## config.mk

```make
export PLATFORM = sky130hd
export DESIGN_NAME = nmea_rmc_sentence_checker_top_flat
export DESIGN_NICKNAME = d
export VERILOG_FILES = /design/src/rtl/nrmc_pkg.sv /design/src/rtl/nrmc_if.sv /design/src/rtl/nmea_rmc_sentence_checker_top.sv /design/src/rtl/nrmc_parser.sv /design/src/flat_wrapper.sv
export SDC_FILE = /design/constraint.sdc
export NUM_CORES = 1
export LEC_CHECK = 0
export BUFFER_PORTS_ARGS = -buffer_cell sky130_fd_sc_hd__clkbuf_2
export CORE_UTILIZATION = 40
export CTS_CLUSTER_DIAMETER = 40
export CTS_CLUSTER_SIZE = 10
export DETAILED_ROUTE_END_ITERATION = 10
export PLACE_DENSITY_LB_ADDON = 0.05
export RECOVER_POWER = 50
export SYNTH_ARGS = -nofsm -noshare
export SYNTH_HDL_FRONTEND = slang
export SYNTH_SLANG_ARGS = --single-unit
```

## constraint.sdc

```tcl
create_clock -name clk -period 4 [get_ports clk]
set_clock_uncertainty 0.1 [all_clocks]
set_input_delay 0.2 -clock clk [delete_from_list [all_inputs] [get_ports clk]]
set_output_delay 0.2 -clock clk [all_outputs]
set_load 0.05 [all_outputs]
```

## src/rtl/nrmc_pkg.sv

```systemverilog
// Shared definitions for the NMEA RMC sentence checker.
// Holds the field count limit, the parser phase type and the result record.
// No dependencies.
package nrmc_pkg;

  localparam int FIELD_SLOTS = 20;

  localparam logic [4:0] COMMA_LIMIT = 5'(FIELD_SLOTS - 1);

  localparam logic [7:0] CHAR_DOLLAR = 8'h24;
  localparam logic [7:0] CHAR_STAR   = 8'h2A;
  localparam logic [7:0] CHAR_COMMA  = 8'h2C;

  typedef enum logic [3:0] {
    PH_IDLE   = 4'b0001,
    PH_BODY   = 4'b0010,
    PH_HEX_HI = 4'b0100,
    PH_HEX_LO = 4'b1000
  } nrmc_phase_t;

  typedef struct packed {
    logic       sentence_valid;
    logic       is_rmc;
    logic       checksum_match;
    logic [7:0] computed_sum;
    logic [7:0] received_sum;
    logic [4:0] comma_count;
    logic       hex_error;
  } nrmc_result_t;

  typedef struct packed {
    nrmc_phase_t phase;
    logic        result_valid;
  } nrmc_status_t;

endpackage

```

## src/rtl/nrmc_if.sv

```systemverilog
// Valid/ready channel interfaces for the received byte stream and the results.
// Depends on nrmc_pkg for nothing but sits after it in compile order.
interface nrmc_in_if;
  logic       valid;
  logic       ready;
  logic [7:0] rx_byte;

  modport source (output valid, output rx_byte, input ready);
  modport sink   (input valid, input rx_byte, output ready);
endinterface

interface nrmc_out_if;
  logic       valid;
  logic       ready;
  logic       sentence_valid;
  logic       is_rmc;
  logic       checksum_match;
  logic [7:0] computed_sum;
  logic [7:0] received_sum;
  logic [4:0] comma_count;
  logic       hex_error;

  modport source (output valid, output sentence_valid, output is_rmc,
                  output checksum_match, output computed_sum, output received_sum,
                  output comma_count, output hex_error, input ready);
  modport sink   (input valid, input sentence_valid, input is_rmc,
                  input checksum_match, input computed_sum, input received_sum,
                  input comma_count, input hex_error, output ready);
endinterface

```

## src/rtl/nmea_rmc_sentence_checker_top.sv

```systemverilog
// Top level of the NMEA RMC sentence checker: parser plus a two-entry output
// buffer. Depends on nrmc_pkg, nrmc_if and nrmc_parser.
// Each result is registered into the output entry, or the skid entry on a stall.
// Throughput: one byte per cycle while the skid entry is empty; the output
// buffer and skid entry let the parser take bytes for one result while stalled.
// Reset (synchronous, rst high): parser idle waiting for a dollar, buffer empty.
module nmea_rmc_sentence_checker_top
  import nrmc_pkg::*;
(
  input  logic              clk,
  input  logic              rst,
  nrmc_in_if.sink           rx_ch,
  nrmc_out_if.source        res_ch
);

  nrmc_result_t result;
  nrmc_status_t status;
  nrmc_result_t out_data, skid_data;
  logic         out_valid, skid_valid;
  logic         accept;
  logic         drain;

  assign rx_ch.ready = ~skid_valid;
  assign accept      = rx_ch.valid & rx_ch.ready;
  assign drain       = out_valid & res_ch.ready;

  nrmc_parser u_parser (
    .clk     (clk),
    .rst     (rst),
    .accept  (accept),
    .rx_byte (rx_ch.rx_byte),
    .result  (result),
    .status  (status)
  );

  // A new result can only arrive while the skid entry is empty.
  always_ff @(posedge clk) begin
    if (rst) begin
      out_valid  <= 1'b0;
      skid_valid <= 1'b0;
    end else if (status.result_valid) begin
      if (!out_valid || drain) begin
        out_valid <= 1'b1;
        out_data  <= result;
      end else begin
        skid_valid <= 1'b1;
        skid_data  <= result;
      end
    end else if (drain) begin
      out_valid  <= skid_valid;
      out_data   <= skid_data;
      skid_valid <= 1'b0;
    end
  end

  assign res_ch.valid          = out_valid;
  assign res_ch.sentence_valid = out_data.sentence_valid;
  assign res_ch.is_rmc         = out_data.is_rmc;
  assign res_ch.checksum_match = out_data.checksum_match;
  assign res_ch.computed_sum   = out_data.computed_sum;
  assign res_ch.received_sum   = out_data.received_sum;
  assign res_ch.comma_count    = out_data.comma_count;
  assign res_ch.hex_error      = out_data.hex_error;

`ifndef NO_ASSERTIONS
  a_skid_behind_out: assert property (@(posedge clk) disable iff (rst)
    skid_valid |-> out_valid)
    else $error("skid entry full while output entry empty");

  a_skid_only_on_stall: assert property (@(posedge clk) disable iff (rst)
    $rose(skid_valid) |-> $past(out_valid && !res_ch.ready))
    else $error("skid entry filled without an output stall");

  a_dollar_restarts: assert property (@(posedge clk) disable iff (rst)
    (accept && rx_ch.rx_byte == CHAR_DOLLAR) |=> (status.phase == PH_BODY))
    else $error("dollar transfer did not restart the sentence");
`endif

endmodule

```

## src/rtl/nrmc_parser.sv

```systemverilog
// Sentence parser: holds the per-sentence state and forms a result on the
// second checksum digit. Depends on nrmc_pkg.
module nrmc_parser
  import nrmc_pkg::*;
(
  input  logic         clk,
  input  logic         rst,
  input  logic         accept,
  input  logic [7:0]   rx_byte,
  output nrmc_result_t result,
  output nrmc_status_t status
);

  nrmc_phase_t phase, phase_next;
  logic [7:0]  running_xor, running_xor_next;
  logic [2:0]  header_pos, header_pos_next;
  logic        header_ok, header_ok_next;
  logic [4:0]  comma_total, comma_total_next;
  logic [3:0]  high_nibble, high_nibble_next;
  logic        digit_bad, digit_bad_next;

  logic [4:0]  digit;
  logic [7:0]  recv;
  logic        bad_all;
  logic        match;

  function automatic logic [7:0] header_char(input logic [2:0] pos);
    logic [7:0] ch;
    unique case (pos)
      3'd0:    ch = 8'h47;  // G
      3'd1:    ch = 8'h50;  // P
      3'd2:    ch = 8'h52;  // R
      3'd3:    ch = 8'h4D;  // M
      default: ch = 8'h43;  // C
    endcase
    return ch;
  endfunction

  // Upper bit flags a character that is not a hex digit; its value is then zero.
  function automatic logic [4:0] hex_decode(input logic [7:0] c);
    logic [4:0] r;
    if (c >= 8'h30 && c <= 8'h39) begin
      r = {1'b0, 4'(c - 8'h30)};
    end else if (c >= 8'h41 && c <= 8'h46) begin
      r = {1'b0, 4'(c - 8'h37)};
    end else if (c >= 8'h61 && c <= 8'h66) begin
      r = {1'b0, 4'(c - 8'h57)};
    end else begin
      r = 5'b10000;
    end
    return r;
  endfunction

  assign digit   = hex_decode(rx_byte);
  assign recv    = {high_nibble, digit[3:0]};
  assign bad_all = digit_bad | digit[4];
  assign match   = (recv == running_xor);

  always_comb begin
    phase_next       = phase;
    running_xor_next = running_xor;
    header_pos_next  = header_pos;
    header_ok_next   = header_ok;
    comma_total_next = comma_total;
    high_nibble_next = high_nibble;
    digit_bad_next   = digit_bad;
    if (rx_byte == CHAR_DOLLAR) begin
      phase_next       = PH_BODY;
      running_xor_next = '0;
      header_pos_next  = '0;
      header_ok_next   = 1'b1;
      comma_total_next = '0;
      high_nibble_next = '0;
      digit_bad_next   = 1'b0;
    end else begin
      unique case (phase)
        PH_IDLE: begin
        end
        PH_BODY: begin
          if (rx_byte == CHAR_STAR) begin
            if (header_pos < 3'd5) header_ok_next = 1'b0;
            phase_next = PH_HEX_HI;
          end else begin
            running_xor_next = running_xor ^ rx_byte;
            if (header_pos < 3'd5) begin
              if (rx_byte != header_char(header_pos)) header_ok_next = 1'b0;
              header_pos_next = header_pos + 3'd1;
            end
            if (rx_byte == CHAR_COMMA && comma_total < COMMA_LIMIT) begin
              comma_total_next = comma_total + 5'd1;
            end
          end
        end
        PH_HEX_HI: begin
          high_nibble_next = digit[3:0];
          digit_bad_next   = digit_bad | digit[4];
          phase_next       = PH_HEX_LO;
        end
        PH_HEX_LO: begin
          digit_bad_next = bad_all;
          phase_next     = PH_IDLE;
        end
        default: phase_next = PH_IDLE;
      endcase
    end
  end

  always_ff @(posedge clk) begin
    if (rst) begin
      phase       <= PH_IDLE;
      running_xor <= '0;
      header_pos  <= '0;
      header_ok   <= 1'b0;
      comma_total <= '0;
      high_nibble <= '0;
      digit_bad   <= 1'b0;
    end else if (accept) begin
      phase       <= phase_next;
      running_xor <= running_xor_next;
      header_pos  <= header_pos_next;
      header_ok   <= header_ok_next;
      comma_total <= comma_total_next;
      high_nibble <= high_nibble_next;
      digit_bad   <= digit_bad_next;
    end
  end

  assign result.sentence_valid = header_ok & match & ~bad_all;
  assign result.is_rmc         = header_ok;
  assign result.checksum_match = match;
  assign result.computed_sum   = running_xor;
  assign result.received_sum   = recv;
  assign result.comma_count    = comma_total;
  assign result.hex_error      = bad_all;

  assign status.phase        = phase;
  assign status.result_valid = accept && (phase == PH_HEX_LO) && (rx_byte != CHAR_DOLLAR);

endmodule
```

## src/flat_wrapper.sv

```systemverilog
// flat-port wrapper written by rule: the top's interface ports become plain ports
module nmea_rmc_sentence_checker_top_flat import nrmc_pkg::*;
  (clk, rst, rx_ch_valid, rx_ch_rx_byte, rx_ch_ready, res_ch_valid, res_ch_sentence_valid, res_ch_is_rmc, res_ch_checksum_match, res_ch_computed_sum, res_ch_received_sum, res_ch_comma_count, res_ch_hex_error, res_ch_ready);
  nrmc_in_if rx_ch_i ();
  nrmc_out_if res_ch_i ();
  input  logic clk;
  input  logic rst;
  input wire logic [$bits(rx_ch_i.valid)-1:0] rx_ch_valid;
  input wire logic [$bits(rx_ch_i.rx_byte)-1:0] rx_ch_rx_byte;
  output wire logic [$bits(rx_ch_i.ready)-1:0] rx_ch_ready;
  output wire logic [$bits(res_ch_i.valid)-1:0] res_ch_valid;
  output wire logic [$bits(res_ch_i.sentence_valid)-1:0] res_ch_sentence_valid;
  output wire logic [$bits(res_ch_i.is_rmc)-1:0] res_ch_is_rmc;
  output wire logic [$bits(res_ch_i.checksum_match)-1:0] res_ch_checksum_match;
  output wire logic [$bits(res_ch_i.computed_sum)-1:0] res_ch_computed_sum;
  output wire logic [$bits(res_ch_i.received_sum)-1:0] res_ch_received_sum;
  output wire logic [$bits(res_ch_i.comma_count)-1:0] res_ch_comma_count;
  output wire logic [$bits(res_ch_i.hex_error)-1:0] res_ch_hex_error;
  input wire logic [$bits(res_ch_i.ready)-1:0] res_ch_ready;
  assign rx_ch_i.valid = rx_ch_valid;
  assign rx_ch_i.rx_byte = rx_ch_rx_byte;
  assign rx_ch_ready = rx_ch_i.ready;
  assign res_ch_valid = res_ch_i.valid;
  assign res_ch_sentence_valid = res_ch_i.sentence_valid;
  assign res_ch_is_rmc = res_ch_i.is_rmc;
  assign res_ch_checksum_match = res_ch_i.checksum_match;
  assign res_ch_computed_sum = res_ch_i.computed_sum;
  assign res_ch_received_sum = res_ch_i.received_sum;
  assign res_ch_comma_count = res_ch_i.comma_count;
  assign res_ch_hex_error = res_ch_i.hex_error;
  assign res_ch_i.ready = res_ch_ready;
  nmea_rmc_sentence_checker_top u_core (.clk(clk), .rst(rst), .rx_ch(rx_ch_i), .res_ch(res_ch_i));
endmodule
```

==> flow_metrics.env <==
export IMPL_ys_seq_elements=78
export IMPL_synth_edff_count=50
export IMPL_netlist_top_cells_area="edfxtp_1, dfxtp_1, nand2_1"
export IMPL_io_pins=39
export IMPL_nFillCells=876
export IMPL_dp_hpwl_um=5240
export IMPL_critPathBufInv=2
export IMPL_rr_worst_depth=8
export IMPL_synth_area_per_cell_um2=10.3
export IMPL_htreeDepth=3
export IMPL_cp_max_fo=30
export IMPL_grt_max_degree=31
export IMPL_fin_crit_ns=2.72
export IMPL_cp_end_kind="flop"
export IMPL_initial_utilization=0.416
export IMPL_drc_errors=6
export IMPL_synth_seq_area_share=0.563
export IMPL_synth_largest_area_cell="edfxtp_1"
export IMPL_grt_pass1_vias=2474
export IMPL_worst_slew_pin_slew_ns=0.792
export IMPL_r2r_slack_ns=1.28
export IMPL_syn_cell_area_um2=3660
export IMPL_cpMaxStageDelayCell="or2_2"
export IMPL_yosys_warnings=0
export IMPL_syn_inst=356
export IMPL_via_per_inst=5.16
export IMPL_synthFlopType="edfxtp_1"
export IMPL_required_ns=3.93
export IMPL_cts_tree="built"
export IMPL_grt_ovfl_total=0
export IMPL_clockRootBuffer="clkbuf_8"
export IMPL_reg2reg_from="u_core.skid_valid"
export IMPL_grt_antenna_before_repair=0
export IMPL_rows=34
export IMPL_drtAntennaViolNets=0
export IMPL_status="complete, but fails checks"
export IMPL_worstPathArrival_ns=2.65
export IMPL_critPathLaunchType="flop"
export IMPL_hold_depth=2
export IMPL_worstReg2RegEnd="u_core.res_ch.sentence_valid"
export IMPL_synth_common_cells="nand2_1, edfxtp_1, nor2_1"
export IMPL_fin_ws_ns=1.28
export IMPL_period_share=0.680
export IMPL_cts_buffer_depth=2
export IMPL_hold_start="res_ch_ready"
export IMPL_slew_viol_final=0
export IMPL_violations="design-rule violations"
export IMPL_antenna_cells=0
export IMPL_fin_setup_tns_ns=0
export IMPL_area_growth_syn_to_layout_pct=13.6
export IMPL_syn_nets=379
export IMPL_netlist_cell_type_count=53
export IMPL_hold_path_class="input pin to flop"
export IMPL_die_y_um=97.7
export IMPL_p_total_mw=1.56
export IMPL_slew_headroom=0.472
export IMPL_drive_above_1_share=0.0948
export IMPL_p_leak_nw=1.46
export IMPL_cpPeakStageDelay_ns=0.55
export IMPL_cts_num_sinks=78
export IMPL_drt_first_pass_iters=7
export IMPL_dieArea_um2=9550
export IMPL_cp_top_family="simple AND/OR/NAND/NOR gates"
export IMPL_place_ws_ns=1.28
export IMPL_grt_usage=0.171
export IMPL_gp_congestion=0.801
export IMPL_worst_ir_drop_vdd_mv=0.181
export IMPL_fp_coreArea_um2=8810
export IMPL_rsz0062_at_grt="false"
export IMPL_async_reset_ff_frac=0
export IMPL_whs_endpoint="u_core.skid_valid"
export IMPL_hold_viol=0
export IMPL_drt_iter0_drc=97
export IMPL_ctsResizeCount=0
export IMPL_clk_pin_slew_ns=0.09
export IMPL_portBuffers=38
export IMPL_setup_viol=0
export IMPL_wirelength_um=7420
export IMPL_cts_hold_buf=0
export IMPL_fmax_mhz=368
export IMPL_wl_per_cell_um=14.6
export IMPL_cts_buffers=9
export IMPL_path_cells="nor2b_1, clkbuf_1, nand2_1, or2_2, nor2_1, a21oi_1, nor2_2, buf_4"
export IMPL_num_nets_final=419
export IMPL_drv_cap=0
export IMPL_vias=2628
export IMPL_clock_latency_ns=0.35
export IMPL_yosysTopAreaCellShare=0.410
export IMPL_post_cts_setup_buffers=0
export IMPL_die_width_um=97.7
export IMPL_synth_most_common_cell="nand2_1"
export IMPL_path_class="flop to flop"
export IMPL_grt_pass1_wl_um=12600
export IMPL_cellPowerDensity_nw_per_um2=376
export IMPL_fin_hold_ws_ns=0.0171
[cell usage in the layout, fill, tap and decap left out, drive strengths merged, types with 3 or more instances in the layout]
master and count:
nand2 81, edfxtp 50, clkbuf 48, nor2 37
dfxtp 28, a21oi 15, inv 14, xor2 13
nand3 12, o21ai 11, ha 11, xnor2 5
a22oi 5, nor4b 5, o211ai 4, nor2b 4
o21bai 4, nor3 4, buf 3, a2111oi 3
or3 3
[layout make-up]
type / instances / area (µm²) / area share
multi-input cells: 253 / 1510 / 0.363
well taps: 108 / 135 / 0.0325
clock buffers: 9 / 124 / 0.0298
clock inverters: 7 / 105 / 0.0253
flip-flops and latches: 78 / 2060 / 0.495
repair buffers: 42 / 180 / 0.0433
inverters: 12 / 45.0 / 0.0108
[where the power goes]
group	internal (mW)	leakage, nW	switching (mW)
combinational	0.0179	0.740	0.0376
sequential	0.846	0.610	0.000280
clock	0.360	0.112	0.303
[through the flow]
| step | util | cells | instance area (µm²) |
|---|---|---|---|
| 2_1_floorplan | - | 356 | 3660 |
| 3_3_place_gp | 0.452 | 493 | 3980 |
| 3_5_place_dp | 0.452 | 493 | 3980 |
| 4_1_cts | 0.478 | 509 | 4210 |
| 5_1_grt | 0.473 | 509 | 4160 |
| 6_report | 0.473 | 509 | 4160 |
[sequential cells by signal, indices dropped and copies added (netlist names), 3 cells and up]
signal	cells
u_core.u_parser.running_xor	8
u_core.res_ch.computed_sum	8
u_core.u_parser.high_nibble	4
u_core.res_ch.comma_count	5
u_core.u_parser.comma_total	5
u_core.u_parser.header_pos	3
u_core.u_parser.phase	4
u_core.res_ch.received_sum	8
u_core.skid_data	25
[worst max path at each step]
stage / startpoint / slack (ns) / depth (start not counted) / to
2_1_floorplan: rx_ch_rx_byte[0] / 0.30 / 8 / u_core.skid_data[0]
3_3_place_gp: rx_ch_rx_byte[0] / 1.32 / 9 / u_core.res_ch.received_sum[0]
3_5_place_dp: rx_ch_rx_byte[0] / 1.28 / 9 / u_core.res_ch.computed_sum[2]
4_1_cts: u_core.u_parser.phase[3] / 1.53 / 7 / u_core.res_ch.computed_sum[2]
5_1_grt: u_core.skid_valid / 0.99 / 8 / u_core.res_ch.received_sum[0]
6_report: u_core.skid_valid / 1.28 / 8 / u_core.res_ch.sentence_valid
[worst reg2reg max path, delay by kind of cell, from the launching register on]
family                 cells  cell delay (ns)
AND/OR/NAND/NOR            5             1.09
buffers and inverters      2             0.80
flip-flops                 1             0.33
AO/OA/AOI/OAI              1             0.06
[cells by family after synthesis]
kind of cell               share of synthesized area
DFF                                            0.563
AOI/OAI and AO/OA                              0.113
buffers and inverters                         0.0263
xor gates and xnor gates                      0.0430
and+or+nand+nor                                0.212
muxes                                        0.00546
adders and majority gates                     0.0376
[per-layer routing]
metal	share of wire	GRT usage	up-vias
met5	0	0	-
met4	0.019	0.0629	0
met3	0.039	0.0403	16
met2	0.46	0.277	55
met1	0.48	0.223	1216
li1	-	-	1341
(Power assumes the default switching activity.)
